--- config.mk ---
export PLATFORM = sky130hd
export DESIGN_NAME = servo_pluck_timer_bank_top
export DESIGN_NICKNAME = d
export VERILOG_FILES = /design/src/spt_pkg.sv /design/src/spt_cfg.sv /design/src/spt_div.sv /design/src/servo_pluck_timer_bank_top.sv
export SDC_FILE = /design/constraint.sdc
export NUM_CORES = 2
export LEC_CHECK = 0
export BUFFER_PORTS_ARGS = -buffer_cell sky130_fd_sc_hd__buf_2
export CORE_ASPECT_RATIO = 1.2
export CORE_MARGIN = 2
export CORE_UTILIZATION = 55
export CTS_CLUSTER_DIAMETER = 200
export DETAILED_ROUTE_END_ITERATION = 8
export MAX_ROUTING_LAYER = met4
export PLACE_DENSITY = 0.71
export SYNTH_ARGS = -nofsm -noshare
export SYNTH_HDL_FRONTEND = slang
export SYNTH_SLANG_ARGS = --single-unit
--- constraint.sdc ---
create_clock -name clk_i -period 23.1 [get_ports clk_i]
set_input_delay 3.465 -clock clk_i [delete_from_list [all_inputs] [get_ports clk_i]]
set_output_delay 3.465 -clock clk_i [all_outputs]
set_load 0.05 [all_outputs]
--- src/spt_pkg.sv ---
// ----------------------------------------------------------------------------
// spt_pkg
// Types and constants shared by the servo pluck timer bank.
// ----------------------------------------------------------------------------
`default_nettype none

package spt_pkg;

  localparam int TIME_W   = 32;
  localparam int PULSE_W  = 12;
  localparam int HOME_W   = 8;
  localparam int PROD_W   = 20;
  localparam int CFG_W    = 64;
  localparam int REG_W    = 3;
  localparam int MAX_SERVOS = 16;

  typedef enum logic [0:0] {
    CMD_TICK = 1'b0,
    CMD_NOTE = 1'b1
  } cmd_e;

  typedef enum logic [REG_W-1:0] {
    REG_PLUCK_DEG     = 3'd0,
    REG_PLUCK_HOLD    = 3'd1,
    REG_POWER_HOLD    = 3'd2,
    REG_DIRECTION     = 3'd3,
    REG_HOME_LOW      = 3'd4,
    REG_HOME_HIGH     = 3'd5,
    REG_PULSE_MIN     = 3'd6,
    REG_PULSE_MAX     = 3'd7
  } reg_idx_e;

  typedef struct packed {
    cmd_e        command;
    logic [5:0]  servo_select;
  } in_req_t;

  typedef struct packed {
    logic               write_valid;
    logic [3:0]         servo_index;
    logic [PULSE_W-1:0] pulse_count;
    logic               outputs_enabled;
    logic               last;
  } out_res_t;

  typedef struct packed {
    logic [6:0]         pluck_deg;
    logic [15:0]        pluck_hold_ms;
    logic [15:0]        power_hold_ms;
    logic [15:0]        direction_mask;
    logic [63:0]        home_angles_low;
    logic [63:0]        home_angles_high;
    logic [PULSE_W-1:0] pulse_min;
    logic [PULSE_W-1:0] pulse_max;
  } cfg_t;

  localparam logic [6:0]         RST_PLUCK_DEG   = 7'd20;
  localparam logic [15:0]        RST_PLUCK_HOLD  = 16'd150;
  localparam logic [15:0]        RST_POWER_HOLD  = 16'd1000;
  localparam logic [15:0]        RST_DIRECTION   = 16'd0;
  localparam logic [63:0]        RST_HOME        = 64'h5A5A_5A5A_5A5A_5A5A;
  localparam logic [PULSE_W-1:0] RST_PULSE_MIN   = 12'd150;
  localparam logic [PULSE_W-1:0] RST_PULSE_MAX   = 12'd600;

endpackage

`default_nettype wire

--- src/spt_cfg.sv ---
// ----------------------------------------------------------------------------
// spt_cfg
// Configuration register file, written through a plain write port.
// ----------------------------------------------------------------------------
`default_nettype none

module spt_cfg (
  input  wire logic                     clk_i,
  input  wire logic                     rst_ni,
  input  wire logic                     cfg_we_i,
  input  wire logic [spt_pkg::REG_W-1:0] cfg_idx_i,
  input  wire logic [spt_pkg::CFG_W-1:0] cfg_wdata_i,
  output spt_pkg::cfg_t                 cfg_o
);
  import spt_pkg::*;

  cfg_t cfg_q, cfg_d;

  always_comb begin
    cfg_d = cfg_q;
    if (cfg_we_i) begin
      unique case (reg_idx_e'(cfg_idx_i))
        REG_PLUCK_DEG:   cfg_d.pluck_deg        = cfg_wdata_i[6:0];
        REG_PLUCK_HOLD:  cfg_d.pluck_hold_ms    = cfg_wdata_i[15:0];
        REG_POWER_HOLD:  cfg_d.power_hold_ms    = cfg_wdata_i[15:0];
        REG_DIRECTION:   cfg_d.direction_mask   = cfg_wdata_i[15:0];
        REG_HOME_LOW:    cfg_d.home_angles_low  = cfg_wdata_i;
        REG_HOME_HIGH:   cfg_d.home_angles_high = cfg_wdata_i;
        REG_PULSE_MIN:   cfg_d.pulse_min        = cfg_wdata_i[PULSE_W-1:0];
        REG_PULSE_MAX:   cfg_d.pulse_max        = cfg_wdata_i[PULSE_W-1:0];
        default:         cfg_d = cfg_q;
      endcase
    end
  end

  always_ff @(posedge clk_i or negedge rst_ni) begin
    if (!rst_ni) begin
      cfg_q.pluck_deg        <= RST_PLUCK_DEG;
      cfg_q.pluck_hold_ms    <= RST_PLUCK_HOLD;
      cfg_q.power_hold_ms    <= RST_POWER_HOLD;
      cfg_q.direction_mask   <= RST_DIRECTION;
      cfg_q.home_angles_low  <= RST_HOME;
      cfg_q.home_angles_high <= RST_HOME;
      cfg_q.pulse_min        <= RST_PULSE_MIN;
      cfg_q.pulse_max        <= RST_PULSE_MAX;
    end else begin
      cfg_q <= cfg_d;
    end
  end

  assign cfg_o = cfg_q;

endmodule

`default_nettype wire

--- src/spt_div.sv ---
// ----------------------------------------------------------------------------
// spt_div
// Unsigned division by a constant through a reciprocal multiply: capture the
// operand on start, multiply by the rounded-up reciprocal the next cycle, and
// present the quotient with done_o in the cycle after that. Exact for every
// DW-bit operand.
// ----------------------------------------------------------------------------
`default_nettype none

module spt_div #(
  parameter int DW      = 20,
  parameter int DIVISOR = 1
) (
  input  wire logic          clk_i,
  input  wire logic          rst_ni,
  input  wire logic          start_i,
  input  wire logic [DW-1:0] dividend_i,
  output logic               done_o,
  output logic [DW-1:0]      quotient_o
);

  localparam int LW = $clog2(DIVISOR);
  localparam int SH = DW + LW;
  localparam int MW = SH + 1;
  localparam logic [MW-1:0] RECIP =
    MW'(((64'd1 << SH) + 64'(DIVISOR) - 64'd1) / 64'(DIVISOR));

  logic             pend_q, pend_d;
  logic             done_q, done_d;
  logic [DW-1:0]    num_q;
  logic [DW-1:0]    quo_q;
  logic [DW+MW-1:0] prod;

  assign prod   = num_q * RECIP;
  assign pend_d = start_i;
  assign done_d = pend_q;

  always_ff @(posedge clk_i or negedge rst_ni) begin
    if (!rst_ni) begin
      pend_q <= 1'b0;
      done_q <= 1'b0;
    end else begin
      pend_q <= pend_d;
      done_q <= done_d;
    end
  end

  always_ff @(posedge clk_i) begin
    if (start_i) begin
      num_q <= dividend_i;
    end
    if (pend_q) begin
      quo_q <= prod[SH +: DW];
    end
  end

  assign done_o     = done_q;
  assign quotient_o = quo_q;

endmodule

`default_nettype wire

--- src/servo_pluck_timer_bank_top.sv ---
// ----------------------------------------------------------------------------
// servo_pluck_timer_bank_top
// Bank of plucking servos with return timers, power hold and pulse mapping.
//
//   channel   direction  handshake                 payload
//   in        input      in_valid_i / in_ready_o   in_req_i  (spt_pkg::in_req_t)
//   out       output     out_valid_o / out_ready_i out_res_o (spt_pkg::out_res_t)
//   cfg       input      cfg_we_i                  cfg_idx_i, cfg_wdata_i
//
// After acceptance a note runs a multiply, the division by the angle span in
// the reciprocal divider (skipped if the span is not positive) and an output
// load; an out-of-range note goes straight to the output load. A tick scans
// every servo, one compare each, takes a power step, then loads the output if
// nothing expired, or picks each expired servo and sends it home as for a note.
// in_ready_o is high only while idle; a full output register stalls the push.
// Reset clears time, activity and power state; no clearing pass is needed.
// ----------------------------------------------------------------------------
`default_nettype none

module servo_pluck_timer_bank_top #(
  parameter int SERVO_COUNT = 16,
  parameter int ANGLE_MIN   = 0,
  parameter int ANGLE_MAX   = 180
) (
  input  wire logic                      clk_i,
  input  wire logic                      rst_ni,
  input  wire logic                      in_valid_i,
  output logic                           in_ready_o,
  input  wire spt_pkg::in_req_t          in_req_i,
  output logic                           out_valid_o,
  input  wire logic                      out_ready_i,
  output spt_pkg::out_res_t              out_res_o,
  input  wire logic                      cfg_we_i,
  input  wire logic [spt_pkg::REG_W-1:0] cfg_idx_i,
  input  wire logic [spt_pkg::CFG_W-1:0] cfg_wdata_i
);
  import spt_pkg::*;

  localparam int IW      = (SERVO_COUNT > 1) ? $clog2(SERVO_COUNT) : 1;
  localparam int SPAN    = ANGLE_MAX - ANGLE_MIN;
  localparam bit SPAN_OK = SPAN > 0;
  localparam int DIVISOR = SPAN_OK ? SPAN : 1;
  localparam logic signed [9:0] AMIN_S  = 10'(ANGLE_MIN);
  localparam logic signed [9:0] AMAX_S  = 10'(ANGLE_MAX);

  typedef enum logic [6:0] {
    ST_IDLE = 7'b0000001,
    ST_SCAN = 7'b0000010,
    ST_FIN  = 7'b0000100,
    ST_PICK = 7'b0001000,
    ST_MUL  = 7'b0010000,
    ST_DIV  = 7'b0100000,
    ST_PUSH = 7'b1000000
  } state_e;

  cfg_t cfg;

  state_e                   state_q, state_d;
  logic [TIME_W-1:0]        time_q, time_d;
  logic [TIME_W-1:0]        pdl_q, pdl_d;
  logic                     pwr_q, pwr_d;
  logic [SERVO_COUNT-1:0]   active_q, active_d;
  logic [SERVO_COUNT-1:0]   mask_q, mask_d;
  logic [IW-1:0]            idx_q, idx_d;
  logic                     note_q, note_d;
  logic                     wv_q, wv_d;
  logic                     last_q, last_d;
  logic                     neg_q, neg_d;
  logic [PULSE_W-1:0]       pulse_q, pulse_d;
  logic                     out_valid_q, out_valid_d;
  out_res_t                 out_q, out_d;
  logic [TIME_W-1:0]        rdl_q [SERVO_COUNT];
  logic                     rdl_we;
  logic [IW-1:0]            rdl_idx;
  logic [TIME_W-1:0]        rdl_wdata;

  logic                     accept;
  logic                     sel_ok;
  logic [IW-1:0]            sel_idx;
  logic [TIME_W-1:0]        ret_diff;
  logic [TIME_W-1:0]        pwr_diff;
  logic [SERVO_COUNT-1:0]   rest;
  logic [127:0]             home_all;
  logic [HOME_W-1:0]        home;
  logic signed [9:0]        ang_raw;
  logic signed [9:0]        ang_sat;
  logic [HOME_W-1:0]        ang_off;
  logic signed [12:0]       pdiff;
  logic signed [21:0]       prod;
  logic [21:0]              prod_abs;
  logic                     div_start;
  logic                     div_done;
  logic [PROD_W-1:0]        div_quo;
  logic [PULSE_W-1:0]       q_lo;
  logic                     out_free;

  spt_cfg u_cfg (
    .clk_i       (clk_i),
    .rst_ni      (rst_ni),
    .cfg_we_i    (cfg_we_i),
    .cfg_idx_i   (cfg_idx_i),
    .cfg_wdata_i (cfg_wdata_i),
    .cfg_o       (cfg)
  );

  spt_div #(
    .DW      (PROD_W),
    .DIVISOR (DIVISOR)
  ) u_div (
    .clk_i      (clk_i),
    .rst_ni     (rst_ni),
    .start_i    (div_start),
    .dividend_i (prod_abs[PROD_W-1:0]),
    .done_o     (div_done),
    .quotient_o (div_quo)
  );

  assign in_ready_o = (state_q == ST_IDLE);
  assign accept     = in_valid_i && in_ready_o;
  assign sel_ok     = in_req_i.servo_select < 6'(SERVO_COUNT);
  assign sel_idx    = in_req_i.servo_select[IW-1:0];
  assign out_free   = !out_valid_q || out_ready_i;
  assign ret_diff   = time_q - rdl_q[idx_q];
  assign pwr_diff   = time_q - pdl_q;
  assign home_all   = {cfg.home_angles_high, cfg.home_angles_low};
  assign home       = home_all[{idx_q, 3'b000} +: HOME_W];

  always_comb begin
    rest        = mask_q;
    rest[idx_q] = 1'b0;
  end

  always_comb begin
    ang_raw = signed'({2'b00, home});
    if (note_q) begin
      if (cfg.direction_mask[idx_q]) begin
        ang_raw = ang_raw + signed'({3'b000, cfg.pluck_deg});
      end else begin
        ang_raw = ang_raw - signed'({3'b000, cfg.pluck_deg});
      end
    end
    ang_sat = ang_raw;
    if (ang_sat > AMAX_S) ang_sat = AMAX_S;
    if (ang_sat < AMIN_S) ang_sat = AMIN_S;
    ang_off  = HOME_W'(ang_sat - AMIN_S);
    pdiff    = signed'({1'b0, cfg.pulse_max}) - signed'({1'b0, cfg.pulse_min});
    prod     = signed'({1'b0, ang_off}) * pdiff;
    prod_abs = prod[21] ? 22'(-prod) : 22'(prod);
  end

  assign div_start = (state_q == ST_MUL) && SPAN_OK;
  assign q_lo      = div_quo[PULSE_W-1:0];

  always_comb begin
    state_d     = state_q;
    time_d      = time_q;
    pdl_d       = pdl_q;
    pwr_d       = pwr_q;
    active_d    = active_q;
    mask_d      = mask_q;
    idx_d       = idx_q;
    note_d      = note_q;
    wv_d        = wv_q;
    last_d      = last_q;
    neg_d       = neg_q;
    pulse_d     = pulse_q;
    out_valid_d = out_valid_q && !out_ready_i;
    out_d       = out_q;
    rdl_we      = 1'b0;
    rdl_idx     = sel_idx;
    rdl_wdata   = time_q + TIME_W'(cfg.pluck_hold_ms);

    unique case (state_q)
      ST_IDLE: begin
        if (accept) begin
          if (in_req_i.command == CMD_NOTE) begin
            if (sel_ok) begin
              active_d[sel_idx] = 1'b1;
              rdl_we  = 1'b1;
              pdl_d   = time_q + TIME_W'(cfg.power_hold_ms);
              pwr_d   = 1'b1;
              idx_d   = sel_idx;
              note_d  = 1'b1;
              wv_d    = 1'b1;
              last_d  = 1'b1;
              state_d = ST_MUL;
            end else begin
              wv_d    = 1'b0;
              last_d  = 1'b1;
              state_d = ST_PUSH;
            end
          end else begin
            time_d  = time_q + 1'b1;
            idx_d   = '0;
            state_d = ST_SCAN;
          end
        end
      end
      ST_SCAN: begin
        mask_d[idx_q] = active_q[idx_q] && !ret_diff[TIME_W-1];
        if (idx_q == IW'(SERVO_COUNT - 1)) begin
          state_d = ST_FIN;
        end else begin
          idx_d = idx_q + 1'b1;
        end
      end
      ST_FIN: begin
        idx_d = '0;
        if (|mask_q) begin
          pdl_d   = time_q + TIME_W'(cfg.power_hold_ms);
          pwr_d   = (cfg.power_hold_ms != '0);
          state_d = ST_PICK;
        end else begin
          if (pwr_q && !pwr_diff[TIME_W-1]) pwr_d = 1'b0;
          wv_d    = 1'b0;
          last_d  = 1'b1;
          state_d = ST_PUSH;
        end
      end
      ST_PICK: begin
        if (mask_q[idx_q]) begin
          active_d[idx_q] = 1'b0;
          mask_d[idx_q]   = 1'b0;
          last_d  = (rest == '0);
          note_d  = 1'b0;
          wv_d    = 1'b1;
          state_d = ST_MUL;
        end else begin
          idx_d = idx_q + 1'b1;
        end
      end
      ST_MUL: begin
        neg_d = prod[21];
        if (SPAN_OK) begin
          state_d = ST_DIV;
        end else begin
          pulse_d = cfg.pulse_min;
          state_d = ST_PUSH;
        end
      end
      ST_DIV: begin
        if (div_done) begin
          pulse_d = neg_q ? (cfg.pulse_min - q_lo) : (cfg.pulse_min + q_lo);
          state_d = ST_PUSH;
        end
      end
      ST_PUSH: begin
        if (out_free) begin
          out_valid_d           = 1'b1;
          out_d.write_valid     = wv_q;
          out_d.servo_index     = wv_q ? 4'(idx_q) : 4'd0;
          out_d.pulse_count     = wv_q ? pulse_q : '0;
          out_d.outputs_enabled = pwr_q;
          out_d.last            = last_q;
          if (last_q) begin
            state_d = ST_IDLE;
          end else begin
            idx_d   = idx_q + 1'b1;
            state_d = ST_PICK;
          end
        end
      end
      default: state_d = ST_IDLE;
    endcase
  end

  always_ff @(posedge clk_i or negedge rst_ni) begin
    if (!rst_ni) begin
      state_q     <= ST_IDLE;
      time_q      <= '0;
      pdl_q       <= '0;
      pwr_q       <= 1'b0;
      active_q    <= '0;
      mask_q      <= '0;
      idx_q       <= '0;
      note_q      <= 1'b0;
      wv_q        <= 1'b0;
      last_q      <= 1'b0;
      out_valid_q <= 1'b0;
    end else begin
      state_q     <= state_d;
      time_q      <= time_d;
      pdl_q       <= pdl_d;
      pwr_q       <= pwr_d;
      active_q    <= active_d;
      mask_q      <= mask_d;
      idx_q       <= idx_d;
      note_q      <= note_d;
      wv_q        <= wv_d;
      last_q      <= last_d;
      out_valid_q <= out_valid_d;
    end
  end

  always_ff @(posedge clk_i) begin
    neg_q   <= neg_d;
    pulse_q <= pulse_d;
    out_q   <= out_d;
    if (rdl_we) begin
      rdl_q[rdl_idx] <= rdl_wdata;
    end
  end

  assign out_valid_o = out_valid_q;
  assign out_res_o   = out_q;

`ifndef ASSERT_OFF
  a_nonlast_busy: assert property (@(posedge clk_i) disable iff (!rst_ni)
    (out_valid_o && !out_res_o.last) |-> !in_ready_o)
    else $error("non-final result pending while sequencer idle");

  a_div_in_div: assert property (@(posedge clk_i) disable iff (!rst_ni)
    div_done |-> (state_q == ST_DIV))
    else $error("divider finished outside divide step");

  a_empty_is_last: assert property (@(posedge clk_i) disable iff (!rst_ni)
    (out_valid_o && !out_res_o.write_valid) |-> out_res_o.last)
    else $error("result without write is not final");

  a_mask_active: assert property (@(posedge clk_i) disable iff (!rst_ni)
    (state_q == ST_PICK) |-> ((mask_q & ~active_q) == '0))
    else $error("expired mask holds an inactive servo");
`endif

endmodule

`default_nettype wire

==> impl_metrics.env <==
export IMPL_place_hpwl_mm=79.9
export IMPL_end_kind="flip-flop"
export IMPL_reg2reg_from="idx_q[1]$_DFFE_PN0P_"
export IMPL_std_cell_rows=122
export IMPL_syn2layout_area_growth_pct=10.2
export IMPL_rsz0062_at_grt="false"
export IMPL_synthCells=3768
export IMPL_die_area_um2=95400
export IMPL_yosysSeqAreaShare=0.497
export IMPL_cts_repair_resized=0
export IMPL_hold_viol=0
export IMPL_yosysWarnings=0
export IMPL_finalSetupTns_ps=0
export IMPL_reg2reg_slack_ps=10850
export IMPL_tritoncts="built"
export IMPL_pin_count=100
export IMPL_fmax_mhz=81.6
export IMPL_grt_ovfl_total=0
export IMPL_grt_pass1_vias=31700
export IMPL_cpMostUsedCell="fa_1"
export IMPL_cp_max_fo=60
export IMPL_tightest_slew_ps=1290
export IMPL_hold_path_class="reg2reg"
export IMPL_status="finished, final reports clean"
export IMPL_async_flop_share=0.358
export IMPL_critical_path_slowest_cell="a21boi_1"
export IMPL_maxSlewHeadroom=0.133
export IMPL_r2r_end="u_div.num_q[1]$_DFFE_PP_"
export IMPL_die_w_um=282
export IMPL_drc_errors=0
export IMPL_start_kind="flip-flop"
export IMPL_drive_above_1_share=0.211
export IMPL_drv_slew=0
export IMPL_fin_skew_ps=27.4
export IMPL_layout_nets=4529
export IMPL_grt_pass1_wl_mm=185
export IMPL_grt_start_max_net_pins=91
export IMPL_avgSynthCellArea_um2=13.6
export IMPL_setup_viol=0
export IMPL_ant_nets=0
export IMPL_viasPerCell=5.88
export IMPL_clockBufferDepth=3
export IMPL_core_area_um2=92200
export IMPL_cts_sinks=897
export IMPL_path_class="reg2reg"
export IMPL_first_pass_iters=5
export IMPL_via_count=30500
export IMPL_clkTransAtPathRegs_ps=60
export IMPL_period_share=0.530
export IMPL_synthesis_nets=4418
export IMPL_h_tree_depth=3
export IMPL_crit_arrival_ps=12660
export IMPL_post_drt_wl_per_cell_um=22.7
export IMPL_hold_end="pdl_q[24]$_DFFE_PN0P_"
export IMPL_die_h_um=338
export IMPL_drt_iter0_drc=2434
export IMPL_min_from="pdl_q[24]$_DFFE_PN0P_"
export IMPL_holdPathStages=2
export IMPL_synth_area_um2=51100
export IMPL_grt_antenna_before_repair=2
export IMPL_post_cts_buffers=0
export IMPL_place_gp_congestion=0.932
export IMPL_synth_edf_count=576
export IMPL_cp_required_ps=23510
export IMPL_numCtsBuffers=92
export IMPL_initial_core_util=0.555
export IMPL_ys_ff_latch=897
export IMPL_grt_use_total=0.265
export IMPL_rr_worst_depth=31
export IMPL_io_buffer_count=99
export IMPL_clk_latency_ps=670
export IMPL_ys_flop_type="edfxtp_1"
export IMPL_crit_path_max_incr_delay_ps=860
export IMPL_min_period_ps=12250
export IMPL_wl_mm=118
export IMPL_cap_violations=0
export IMPL_synth_cell_types=81
export IMPL_cts_root_buf="clkbuf_16"
export IMPL_hold_buffers=0
## cells by family after synthesis
kind of cell | after synthesis | synth area share
AOI/OAI and AO/OA | 451 | 0.0562
xor gates and xnor gates | 175 | 0.0300
adders and majority gates | 571 | 0.170
buffers and inverters | 579 | 0.0434
DFF | 897 | 0.497
muxes | 419 | 0.138
and+or+nand+nor | 676 | 0.0643
## cell usage after synthesis (109+ instances only)
| library cell | count | area [um^2] |
|---|---|---|
| dfrtp_1 | 236 | 5910 |
| fa_1 | 209 | 4180 |
| ha_1 | 362 | 4530 |
| o21ai_0 | 129 | 646 |
| xnor2_1 | 123 | 1080 |
| mux2_2 | 202 | 2270 |
| edfxtp_1 | 576 | 17300 |
| nor2_1 | 190 | 713 |
| mux4_2 | 210 | 4730 |
| nand2_1 | 168 | 631 |
| a21oi_1 | 109 | 546 |
| inv_1 | 452 | 1700 |
## critical path: cells and delay by family (launching register included)
kind	cells	cell delay, ps
buffers and inverters	5	1850
DFF	1	720
xor gates and xnor gates	1	160
and+or+nand+nor	8	2140
adders and majority gates	6	2790
muxes	2	770
AOI/OAI and AO/OA	9	3350
## cell usage in the layout (no fill, tap or decap), drive strengths merged, types with 8 or more instances in the layout
cell	count
dfstp	85
xnor2	123
nor2b	27
o22ai	8
fa	209
nand3b	8
or2	14
dfrtp	236
mux4	210
o21bai	10
a21oi	109
mux2	202
edfxtp	576
clkinv	33
o31ai	9
a31oi	23
and3	25
o21ai	131
nand4	27
a21o	56
ha	362
nor2	190
inv	457
bufinv	11
nand2	168
a21boi	12
nor4	12
a221oi	8
or3	14
buf	143
nor3	48
nand3	55
clkbuf	119
and2	30
xor2	52
o21a	19
nand2b	33
## routing by layer
layer	part of all wire	GRT usage
met2	0.50	0.439
met5	0	-
met1	0.42	0.340
met4	0.027	0.0758
met3	0.054	0.0401
## worst max path at each step
stage | from | to | slack (ps)
global route | idx_q[1]$_DFFE_PN0P_ | u_div.num_q[1]$_DFFE_PP_ | 10120
CTS | idx_q[1]$_DFFE_PN0P_ | u_div.num_q[1]$_DFFE_PP_ | 10960
floorplan | idx_q[0]$_DFFE_PN0P_ | u_div.num_q[1]$_DFFE_PP_ | 12800
detailed placement | idx_q[1]$_DFFE_PN0P_ | u_div.num_q[1]$_DFFE_PP_ | 11010
finish | idx_q[1]$_DFFE_PN0P_ | u_div.num_q[1]$_DFFE_PP_ | 10850
global placement | idx_q[1]$_DFFE_PN0P_ | u_div.num_q[1]$_DFFE_PP_ | 11150
## layout make-up
| class | count | area, um^2 |
|---|---|---|
| Antenna cell | 2 | 5.00 |
| Sequential cell | 897 | 25400 |
| Timing Repair Buffer | 143 | 836 |
| Clock buffer | 119 | 2520 |
| Fill cell | 7047 | 35900 |
| Multi-Input combinational cell | 2292 | 23600 |
| Tap cell | 1240 | 1550 |
| Inverter | 453 | 1700 |
| Clock inverter | 52 | 642 |
## flip-flops by register name, summed over array words and instances (netlist names), 4 cells and up
register / cells
time_q: 32
u_div.quotient_o: 12
u_cfg.cfg_o: 207
state_q: 7
pulse_q: 12
idx_q: 4
rdl_q: 512
pdl_q: 32
active_q: 16
out_res_o: 19
mask_q: 16
u_div.num_q: 20
## per-stage QoR
step	utilization	hold slack, ps	setup slack, ps	instances	instance area, um^2
after floorplan	-	442	12800	3768	51100
final	0.611	474	10850	5198	56300
after detailed placement	0.577	470	11010	5025	53200
after global routing	0.611	506	10120	5198	56300
after global placement	0.577	455	11150	5025	53200
after CTS	0.611	484	10960	5196	56300
Power is left out: the tool's default activity adds up to more than one toggle a clock period on the data nets, which glitch-free logic cannot reach.
